--- src/rtl/sqa_metropolis_spin_trial_macros.svh ---
`ifndef SQA_METROPOLIS_SPIN_TRIAL_MACROS_SVH
`define SQA_METROPOLIS_SPIN_TRIAL_MACROS_SVH

// same-cycle implication, sampled on clock, off during reset
`define SQA_ASSERT_IMP(lbl, ante, cons) \
   lbl: assert property (@(posedge clock) disable iff (reset) (ante) |-> (cons)) \
      else $error("sqa assertion failed");

// next-cycle implication
`define SQA_ASSERT_NEXT(lbl, ante, cons) \
   lbl: assert property (@(posedge clock) disable iff (reset) (ante) |=> (cons)) \
      else $error("sqa assertion failed");

`endif

--- src/rtl/sqa_pkg.sv ---
`default_nettype none
package sqa_pkg;

   localparam int MAX_SPINS    = 64;
   localparam int MAX_REPLICAS = 16;
   localparam int SPIN_AW      = $clog2(MAX_SPINS);
   localparam int REP_AW       = $clog2(MAX_REPLICAS);
   localparam int SCNT_W       = 7;
   localparam int RCNT_W       = 5;
   localparam int FSCALE_W     = 19;
   localparam int Q_W          = 32;
   localparam int E_W          = 44;
   localparam int ACC_W        = 48;
   localparam int CSR_AW       = 3;

   typedef enum logic [2:0] {
      ACT_FIELD  = 3'd0,
      ACT_COUP   = 3'd1,
      ACT_SPIN   = 3'd2,
      ACT_TRIAL  = 3'd3,
      ACT_ENERGY = 3'd4
   } act_type;

   typedef enum logic [CSR_AW-1:0] {
      CSR_SPIN_COUNT    = 3'd0,
      CSR_REPLICA_COUNT = 3'd1,
      CSR_FIELD_SCALE   = 3'd2,
      CSR_TRANS_COEF    = 3'd3,
      CSR_ENERGY_OFFSET = 3'd4
   } csr_type;

   typedef enum logic [2:0] {
      RD_NONE, RD_SELF, RD_LEFT, RD_RIGHT, RD_UP, RD_DOWN, RD_EROW, RD_EPAIR
   } rd_type;

   typedef enum logic [2:0] {
      WR_NONE, WR_FIELD, WR_COUP, WR_SPIN, WR_FLIP
   } wr_type;

   typedef enum logic [2:0] {
      RES_NONE, RES_OK, RES_ERR, RES_SPIN, RES_TRIAL, RES_ENERGY
   } res_type;

   typedef enum logic [1:0] {
      CALC_NONE, CALC_LOCAL, CALC_MULT
   } calc_type;

   typedef struct packed {
      logic [2:0]              action;
      logic [SPIN_AW-1:0]      spin_index;
      logic [SPIN_AW-1:0]      partner_index;
      logic [REP_AW-1:0]       replica;
      logic signed [Q_W-1:0]   load_value;
      logic                    spin_up;
      logic [Q_W-1:0]          accept_threshold;
   } req_type;

   typedef struct packed {
      logic                    flipped;
      logic                    spin_now;
      logic signed [E_W-1:0]   energy;
      logic                    status;
   } rsp_type;

   typedef struct packed {
      logic                take;
      rd_type              rd;
      wr_type              wr;
      res_type             res;
      calc_type            calc;
      logic                acc_clr;
      logic                push;
      logic [SPIN_AW-1:0]  ei;
      logic [SPIN_AW-1:0]  ej;
   } cmd_type;

   typedef struct packed {
      logic [2:0]          action;
      logic                x_ok;
      logic                p_ok;
      logic                y_ok;
      logic [SCNT_W-1:0]   n;
      logic                out_free;
   } stat_type;

endpackage
`default_nettype wire

--- src/rtl/sqa_ctrl.sv ---
`default_nettype none
`include "sqa_metropolis_spin_trial_macros.svh"
module sqa_ctrl
   import sqa_pkg::*;
(
   input  wire logic     clock,
   input  wire logic     reset,
   input  wire logic     req_valid,
   output      logic     req_ready,
   input  wire stat_type st,
   output      cmd_type  cmd
);
   typedef enum logic [3:0] {
      S_IDLE, S_DECODE, S_T_SELF, S_T_LEFT, S_T_RIGHT, S_T_UP, S_T_DOWN,
      S_T_LOCAL, S_T_MULT, S_T_DECIDE, S_E_WALK, S_E_DRAIN, S_E_DONE, S_RESULT
   } state_type;

   state_type         state_ff, state_in;
   logic [SCNT_W-1:0] i_ff, i_in, j_ff, j_in;
   logic              row_ff, row_in;
   logic [SCNT_W-1:0] i1, j1;

   assign i1 = i_ff + SCNT_W'(1);
   assign j1 = j_ff + SCNT_W'(1);
   assign req_ready = state_ff == S_IDLE;

   always_comb begin
      state_in    = state_ff;
      i_in        = i_ff;
      j_in        = j_ff;
      row_in      = row_ff;
      cmd         = '0;
      cmd.rd      = RD_NONE;
      cmd.wr      = WR_NONE;
      cmd.res     = RES_NONE;
      cmd.calc    = CALC_NONE;
      cmd.ei      = i_ff[SPIN_AW-1:0];
      cmd.ej      = j_ff[SPIN_AW-1:0];
      cmd.take    = req_valid && req_ready;
      case (state_ff)
         S_IDLE: if (req_valid) state_in = S_DECODE;
         S_DECODE: begin
            state_in = S_RESULT;
            cmd.res  = RES_ERR;
            case (st.action)
               ACT_FIELD: if (st.x_ok) begin
                  cmd.wr  = WR_FIELD;
                  cmd.res = RES_OK;
               end
               ACT_COUP: if (st.x_ok && st.p_ok) begin
                  cmd.wr  = WR_COUP;
                  cmd.res = RES_OK;
               end
               ACT_SPIN: if (st.x_ok && st.y_ok) begin
                  cmd.wr  = WR_SPIN;
                  cmd.res = RES_SPIN;
               end
               ACT_TRIAL: if (st.x_ok && st.y_ok) begin
                  cmd.res  = RES_NONE;
                  state_in = S_T_SELF;
               end
               ACT_ENERGY: begin
                  cmd.res     = RES_NONE;
                  cmd.acc_clr = 1'b1;
                  i_in        = '0;
                  row_in      = 1'b1;
                  state_in    = (st.n == '0) ? S_E_DRAIN : S_E_WALK;
               end
               default: ;
            endcase
         end
         S_T_SELF: begin
            cmd.rd   = RD_SELF;
            state_in = S_T_LEFT;
         end
         S_T_LEFT: begin
            cmd.rd   = RD_LEFT;
            state_in = S_T_RIGHT;
         end
         S_T_RIGHT: begin
            cmd.rd   = RD_RIGHT;
            state_in = S_T_UP;
         end
         S_T_UP: begin
            cmd.rd   = RD_UP;
            state_in = S_T_DOWN;
         end
         S_T_DOWN: begin
            cmd.rd   = RD_DOWN;
            state_in = S_T_LOCAL;
         end
         S_T_LOCAL: begin
            cmd.calc = CALC_LOCAL;
            state_in = S_T_MULT;
         end
         S_T_MULT: begin
            cmd.calc = CALC_MULT;
            state_in = S_T_DECIDE;
         end
         S_T_DECIDE: begin
            cmd.wr   = WR_FLIP;
            cmd.res  = RES_TRIAL;
            state_in = S_RESULT;
         end
         S_E_WALK: begin
            if (row_ff) begin
               cmd.rd = RD_EROW;
               if (i1 < st.n) begin
                  j_in   = i1;
                  row_in = 1'b0;
               end else begin
                  i_in     = i1;
                  state_in = S_E_DRAIN;
               end
            end else begin
               cmd.rd = RD_EPAIR;
               if (j1 < st.n) begin
                  j_in = j1;
               end else begin
                  i_in   = i1;
                  row_in = 1'b1;
                  if (i1 >= st.n) state_in = S_E_DRAIN;
               end
            end
         end
         S_E_DRAIN: state_in = S_E_DONE;
         S_E_DONE: begin
            cmd.res  = RES_ENERGY;
            state_in = S_RESULT;
         end
         S_RESULT: if (st.out_free) begin
            cmd.push = 1'b1;
            state_in = S_IDLE;
         end
         default: state_in = S_IDLE;
      endcase
   end

   always_ff @(posedge clock) begin
      if (reset) begin
         state_ff <= S_IDLE;
         i_ff     <= '0;
         j_ff     <= '0;
         row_ff   <= 1'b0;
      end else begin
         state_ff <= state_in;
         i_ff     <= i_in;
         j_ff     <= j_in;
         row_ff   <= row_in;
      end
   end

   `SQA_ASSERT_NEXT(a_busy_after_take, req_valid && req_ready, !req_ready)
   `SQA_ASSERT_IMP(a_push_room, cmd.push, st.out_free)
   `SQA_ASSERT_IMP(a_spin_wr_ok, cmd.wr == WR_SPIN, st.x_ok && st.y_ok)
   `SQA_ASSERT_IMP(a_coup_wr_ok, cmd.wr == WR_COUP, st.x_ok && st.p_ok)
endmodule
`default_nettype wire

--- config.mk ---
export PLATFORM = sky130hd
export DESIGN_NAME = sqa_ctrl
export DESIGN_NICKNAME = d
export VERILOG_FILES = /design/src/rtl/sqa_pkg.sv /design/src/rtl/sqa_ctrl.sv
export VERILOG_INCLUDE_DIRS = /design/src /design/src/rtl
export SDC_FILE = /design/constraint.sdc
export NUM_CORES = 1
export LEC_CHECK = 0
export ABC_AREA = 1
export BUFFER_PORTS_ARGS = -buffer_cell sky130_fd_sc_hd__buf_2
export CAP_MARGIN = 20
export CELL_PAD_IN_SITES_DETAIL_PLACEMENT = 0
export CELL_PAD_IN_SITES_GLOBAL_PLACEMENT = 1
export CORE_MARGIN = 3
export CORE_UTILIZATION = 42
export CTS_BUF_LIST = sky130_fd_sc_hd__clkbuf_4
export DETAILED_ROUTE_END_ITERATION = 16
export GPL_TIMING_DRIVEN = 0
export PLACE_DENSITY_LB_ADDON = 0.3
export SLEW_MARGIN = 10
export SYNTH_ARGS = -nofsm -noshare
export SYNTH_HDL_FRONTEND = slang
export SYNTH_SLANG_ARGS = --single-unit
export TNS_END_PERCENT = 20
--- constraint.sdc ---
create_clock -name clock -period 5.9 [get_ports clock]
set_input_delay 0.295 -clock clock [delete_from_list [all_inputs] [get_ports clock]]
set_output_delay 0.295 -clock clock [all_outputs]
set_load 0.005 [all_outputs]
==> impl_metrics.env, run 1 <==
export IMPL_ys_warnings_count=0
export IMPL_cpMaxStageDelayCell="dfxtp_1"
export IMPL_vias_per_cell=4.93
export IMPL_grt_antenna_before_repair=0
export IMPL_netlist_area_um2=1930
export IMPL_setup_violations=0
export IMPL_start_kind="register"
export IMPL_critical_path_max_stage_delay_ns=0.44
export IMPL_clockBufferDepth=2
export IMPL_synthToLayoutAreaGrowth_pct=15.9
export IMPL_ioPinCount=44
export IMPL_drive_above_1_share=0.252
export IMPL_synthArstFlopShare=0
export IMPL_fin_util=0.508
export IMPL_grt_total_usage=0.185
export IMPL_syn_inst=306
export IMPL_drt_wl_total_mm=4.79
export IMPL_die_height_um=73.8
export IMPL_core_area_um2=4410
export IMPL_cellPowerDensity_nw_per_um2=205
export IMPL_synth_edf_count=0
export IMPL_path_cells="ha_1 -> nand3_1 -> nor2_1 -> nand2_1 -> nand2_1 -> nand2_1 -> ha_1 -> nand2_1 -> inv_1 -> a21oi_1 -> nand3_4 -> nand2_4 -> inv_2 -> nand2_1 -> a21oi_1"
export IMPL_drc=0
export IMPL_final_cell_count_no_fill=405
export IMPL_port_buffers=43
export IMPL_cp_arrival_ns=2.78
export IMPL_nNetsFinal=386
export IMPL_cp_required_ns=6.07
export IMPL_drt_iter0_drc=81
export IMPL_synth_seq_area_share=0.197
export IMPL_hold_buffers=0
export IMPL_clk_pin_slew_ns=0.12
export IMPL_crit_type="register to register"
export IMPL_firstDrtPassIters=4
export IMPL_clockRootBuffer="clkbuf_4"
export IMPL_fmax_mhz=384
export IMPL_maxCapViolations=0
export IMPL_drv_slew=0
export IMPL_min_from="reset"
export IMPL_path_max_fanout=9
export IMPL_min_period_ns=2.61
export IMPL_dpl_cell_area_um2=2210
export IMPL_syn_area_per_cell_um2=6.32
export IMPL_grt_pass1_wl_mm=7.97
export IMPL_design_area_um2=2240
export IMPL_die_area_um2=5450
export IMPL_n_fill_cell=508
export IMPL_hpwlAfterDp_mm=3.98
export IMPL_synth_top_flop_cell="dfxtp_1"
export IMPL_die_w_um=73.8
export IMPL_clk_latency_ns=0.30
export IMPL_diodes=0
export IMPL_crit_path_start="i_ff[0]$_SDFFE_PP0P_"
export IMPL_ant_nets=0
export IMPL_gp_congestion=0.857
export IMPL_finalPower_mw=0.459
export IMPL_end_kind="register"
export IMPL_setup_tns_ns=0
export IMPL_min_path_type="primary input to register"
export IMPL_vias=1998
export IMPL_wl_per_cell_um=11.8
export IMPL_leakage_nw=1.22
export IMPL_placed_cells=401
export IMPL_initial_core_util=0.438
export IMPL_finalHoldViolations=0
export IMPL_rows=24
export IMPL_synthesis_nets=338
export IMPL_ir_drop_v=0.0000959
export IMPL_overflow=0
export IMPL_numCtsBuffers=3
export IMPL_ys_seq_elements=19
export IMPL_outcome="finished, final reports clean"
export IMPL_worst_pin_slew_ns=0.579
export IMPL_crit_path_frequent_cell="nand2_1"
export IMPL_post_cts_buffers=0
export IMPL_rsz0062_at_grt="false"
export IMPL_cts_tree="built"
export IMPL_htreeDepth=1
export IMPL_r2r_start="i_ff[0]$_SDFFE_PP0P_"
export IMPL_grt_pass1_vias=1776
export IMPL_slew_headroom=0.614
export IMPL_cts_sinks=19
export IMPL_grt_start_max_net_pins=12
export IMPL_ff2ff_path_depth=15
export IMPL_finalClockSkew_ns=0.00348
export IMPL_cts_resized=0
export IMPL_period_share=0.442
export IMPL_hold_depth=2
export IMPL_synthDistinctLibCells=32
-- state kept, by name, indices dropped and copies added (netlist names) --
name      cells
i_ff          7
j_ff          7
state_ff      4
row_ff        1
-- critical path: cells and delay by family (launching register included) --
family                     cells  cell delay (ns)
AOI/OAI and AO/OA              2             0.34
adders and majority gates      2             0.53
buffers and inverters          2             0.13
DFF                            1             0.44
and+or+nand+nor                9             1.03
-- cell usage in the layout, fill, tap and decap left out --
master and n:
nor2_1 39, nand4_1 11, nor3_1 4, a21oi_2 1
nand2_2 3, clkbuf_1 1, o21ai_0 6, inv_2 6
ha_1 15, nand3b_1 3, buf_6 1, and2_1 2
or2_2 2, xor2_1 5, buf_4 12, buf_2 44
nand3_1 21, a21oi_1 18, nand3_4 3, o21ai_2 3
inv_1 39, a31oi_1 1, a211oi_1 1, o211ai_1 3
nor2_4 4, clkinv_2 1, nand4_2 1, nor2_2 2
nand2_4 2, dfxtp_1 19, nand3_2 1, nand2_1 75
a22oi_1 1, clkbuf_4 3
-- where the power goes --
part           total (mW)  switching (mW)  internal, mW  leakage [nW]
logic               0.226           0.143        0.0831          1.05
registers           0.164          0.0230         0.141         0.154
clock network      0.0688          0.0435        0.0253        0.0177
-- logic make-up (layout without fill, tap and decap cells) --
family | count (synthesis) | in the layout | share of synthesized area
fa+ha+maj | 15 | 15 | 0.0971
compound gates | 34 | 34 | 0.103
simple gates | 173 | 173 | 0.436
buf+inv | 60 | 107 | 0.144
xor+xnor | 5 | 5 | 0.0227
flops | 19 | 19 | 0.197
-- final cells by class --
type | count | area, µm² | share of cell area
repair buffers | 43 | 215 | 0.0960
plain buffers | 15 | 110 | 0.0491
multi-input cells | 227 | 1270 | 0.568
flip-flops and latches | 19 | 380 | 0.170
well taps | 52 | 65.1 | 0.0290
inverters | 45 | 169 | 0.0754
clock buffers | 3 | 22.5 | 0.0101
clock inverters | 1 | 5.00 | 0.00223
-- Yosys cell counts (2+ instances only) --
cell type  instances  area (µm²)
ha_1              15         188
nand3_4            3        52.6
nor2_2             2        12.5
nor2_4             4        45.0
inv_1             39         146
buf_4             12        90.1
nand4_1           11        68.8
nand3b_1           3        22.5
o21ai_0            6        30.0
nand2_1           75         282
o211ai_1           3        22.5
nor2_1            39         146
dfxtp_1           19         380
nor3_1             4        20.0
or2_2              2        12.5
and2_1             2        12.5
nand3_1           21         105
a21oi_1           18        90.1
inv_2              6        22.5
nand2_2            3        18.8
xor2_1             5        43.8
o21ai_2            3        26.3
nand2_4            2        22.5
-- routing by layer --
metal	up-vias	GRT usage	share of wire
met5	-	0	0
met1	868	0.256	0.48
li1	1078	-	-
met4	0	0.0181	0.0027
met3	2	0.0287	0.049
met2	50	0.311	0.47
-- path summary, 6_finish.rpt --
check	to	slack, ns
max	j_ff[2]$_SDFFE_PP0P_	3.29
min	i_ff[3]$_SDFFE_PP0P_	0.20
max reg2reg	j_ff[2]$_SDFFE_PP0P_	3.29
min reg2reg	i_ff[6]$_SDFFE_PP0P_	0.49
-- through the flow --
step                worst slack (ns)  hold slack (ns)
CTS                             3.29            0.186
finish                          3.29            0.195
floorplan                       3.64            0.364
global placement                3.33            0.462
global route                    3.09            0.184
detailed placement              3.30            0.474
No activity file was read; power rests on OpenSTA's default activity.
==> inputs of run 2 (changes only) <==
CORE_UTILIZATION = 35   (was 42)
clock period = 2.23 ns   (was 5.9 ns; I/O delays follow)
==> impl_metrics.env, run 2 (same netlist as run 1, synthesis figures left out) <==
export IMPL_grt_start_max_net_pins=11
export IMPL_largestRegisters="i_ff: 7 flops, j_ff: 7 flops, state_ff: 4 flops"
export IMPL_clockRootBuffer="clkbuf_4"
export IMPL_clk_pin_slew_ns=0.12
export IMPL_cts_tree="built"
export IMPL_nNetsFinal=397
export IMPL_period_share=1.00
export IMPL_min_path_type="primary input to register"
export IMPL_final_cell_mix="nand2_1 (68), buf_2 (44), inv_1 (38)"
export IMPL_worst_slack_ns=-0.00872
export IMPL_grt_pass1_wl_mm=8.60
export IMPL_grt_pass1_vias=1849
export IMPL_ioPinCount=44
export IMPL_die_height_um=80.3
export IMPL_violations="setup timing"
export IMPL_ant_nets=0
export IMPL_firstDrtPassIters=4
export IMPL_maxCapViolations=0
export IMPL_hpwlAfterDp_mm=3.97
export IMPL_start_kind="register"
export IMPL_cts_sinks=19
export IMPL_gp_congestion=0.876
export IMPL_wl_per_cell_um=12.9
export IMPL_die_w_um=80.3
export IMPL_port_buffers=43
export IMPL_vias=2126
export IMPL_die_area_um2=6450
export IMPL_drt_wl_total_mm=5.61
export IMPL_timing_hold_ws_ns=0.246
export IMPL_rows=26
export IMPL_drt_iter0_drc=53
export IMPL_initial_core_util=0.369
export IMPL_grt_antenna_before_repair=0
export IMPL_cp_arrival_ns=2.48
export IMPL_drv_slew=0
export IMPL_leakage_nw=1.30
export IMPL_finalHoldViolations=0
export IMPL_min_period_ns=2.24
export IMPL_layout_commonest_cell="nand2_1"
export IMPL_outcome="complete, but fails checks"
export IMPL_clk_latency_ns=0.31
export IMPL_clockBufferDepth=2
export IMPL_fmax_mhz=447
export IMPL_ir_drop_v=0.000252
export IMPL_crit_type="register to register"
export IMPL_synthToLayoutAreaGrowth_pct=36.3
export IMPL_worst_pin_slew_ns=0.661
export IMPL_setup_violations=2
export IMPL_grt_total_usage=0.169
export IMPL_drive_above_1_share=0.393
export IMPL_core_area_um2=5240
export IMPL_drc=0
export IMPL_slew_headroom=0.560
export IMPL_htreeDepth=1
export IMPL_path_max_fanout=8
export IMPL_cellPowerDensity_nw_per_um2=480
export IMPL_finalClockSkew_ns=0.00482
export IMPL_end_kind="register"
export IMPL_vias_per_cell=4.90
export IMPL_diodes=0
export IMPL_overflow=0
export IMPL_numCtsBuffers=3
export IMPL_setup_tns_ns=-0.0120
export IMPL_rsz0062_at_grt="true"
export IMPL_cp_required_ns=2.47
==> run 2: cell count changes in the layout (fill, tap and decap cells not counted), sizes merged <==
cell,delta
buf,+10
clkinv,-1
clkbuf,+1
dlygate4sd3,+1
==> run 2: per-layer routing <==
metal / share of wire / track usage / vias to the layer above / routed length (µm)
li1: - / - / 1106 / -
met1: 0.47 / 0.224 / 970 / 2640
met2: 0.47 / 0.284 / 46 / 2660
met3: 0.047 / 0.0336 / 4 / 264
met4: 0.0070 / 0.0321 / 0 / 39
met5: 0 / 0 / - / 0
==> run 2: worst max-delay path, stage by stage (launching register included) <==
cell	delay, ns
dfxtp_4	0.39
ha_4	0.14
nand3_4	0.11
nor2_4	0.10
nand2_1	0.05
nand2_1	0.08
nand2_2	0.11
ha_4	0.27
nand2_1	0.09
nand2_2	0.07
a21oi_4	0.15
nand3_4	0.19
nand3_4	0.20
nand2_1	0.10
a21oi_2	0.13
==> run 2: layout make-up <==
type	count	area (µm²)
Fill cell	530	2600
Tap cell	70	87.6
Clock buffer	4	30.0
Timing Repair Buffer	54	312
Multi-Input combinational cell	227	1520
Inverter	45	176
Sequential cell	19	395
Buffer	15	110
==> run 2: worst paths after layout <==
check                                     startpoint                        to  slack (ns)  cells past startpoint
worst min-delay path                           st[0]  state_ff[2]$_SDFFE_PP0P_        0.25                      6
worst min register to register  i_ff[6]$_SDFFE_PP0P_      i_ff[6]$_SDFFE_PP0P_        0.49                      2
worst max-delay path            i_ff[0]$_SDFFE_PP0P_      i_ff[5]$_SDFFE_PP0P_      -0.009                     14
worst max register to register  i_ff[0]$_SDFFE_PP0P_      i_ff[5]$_SDFFE_PP0P_      -0.009                     14
==> run 2: power breakdown <==
part / internal, mW / total [mW] / leakage [nW] / switching (mW)
Combinational: 0.236 / 0.632 / 1.12 / 0.396
Sequential: 0.372 / 0.429 / 0.159 / 0.0572
Clock: 0.0820 / 0.204 / 0.0184 / 0.122
==> run 2: what timing repair did <==
action | in CTS | in global routing
setup buffers | 7 | 2
setup endpoints to repair | 17 | 17
endpoints found under the hold margin | 3 | 0
pin swaps | 9 | 22
gates resized for setup | 29 | 35
gates cloned | 1 | 0
hold buffers | 1 | 0
==> run 2: stage by stage <==
step                      cells  cell area, µm²  power (mW)  setup WS, ns   util
after floorplan             306            1940       0.847       0.00116      -
after global placement      419            2240        1.04        -0.350  0.427
after detailed placement    419            2240        1.04        -0.368  0.427
after CTS                   432            2450        1.26       0.00537  0.468
after global routing        434            2640        1.38        -0.109  0.503
final                       434            2640        1.27      -0.00872  0.503
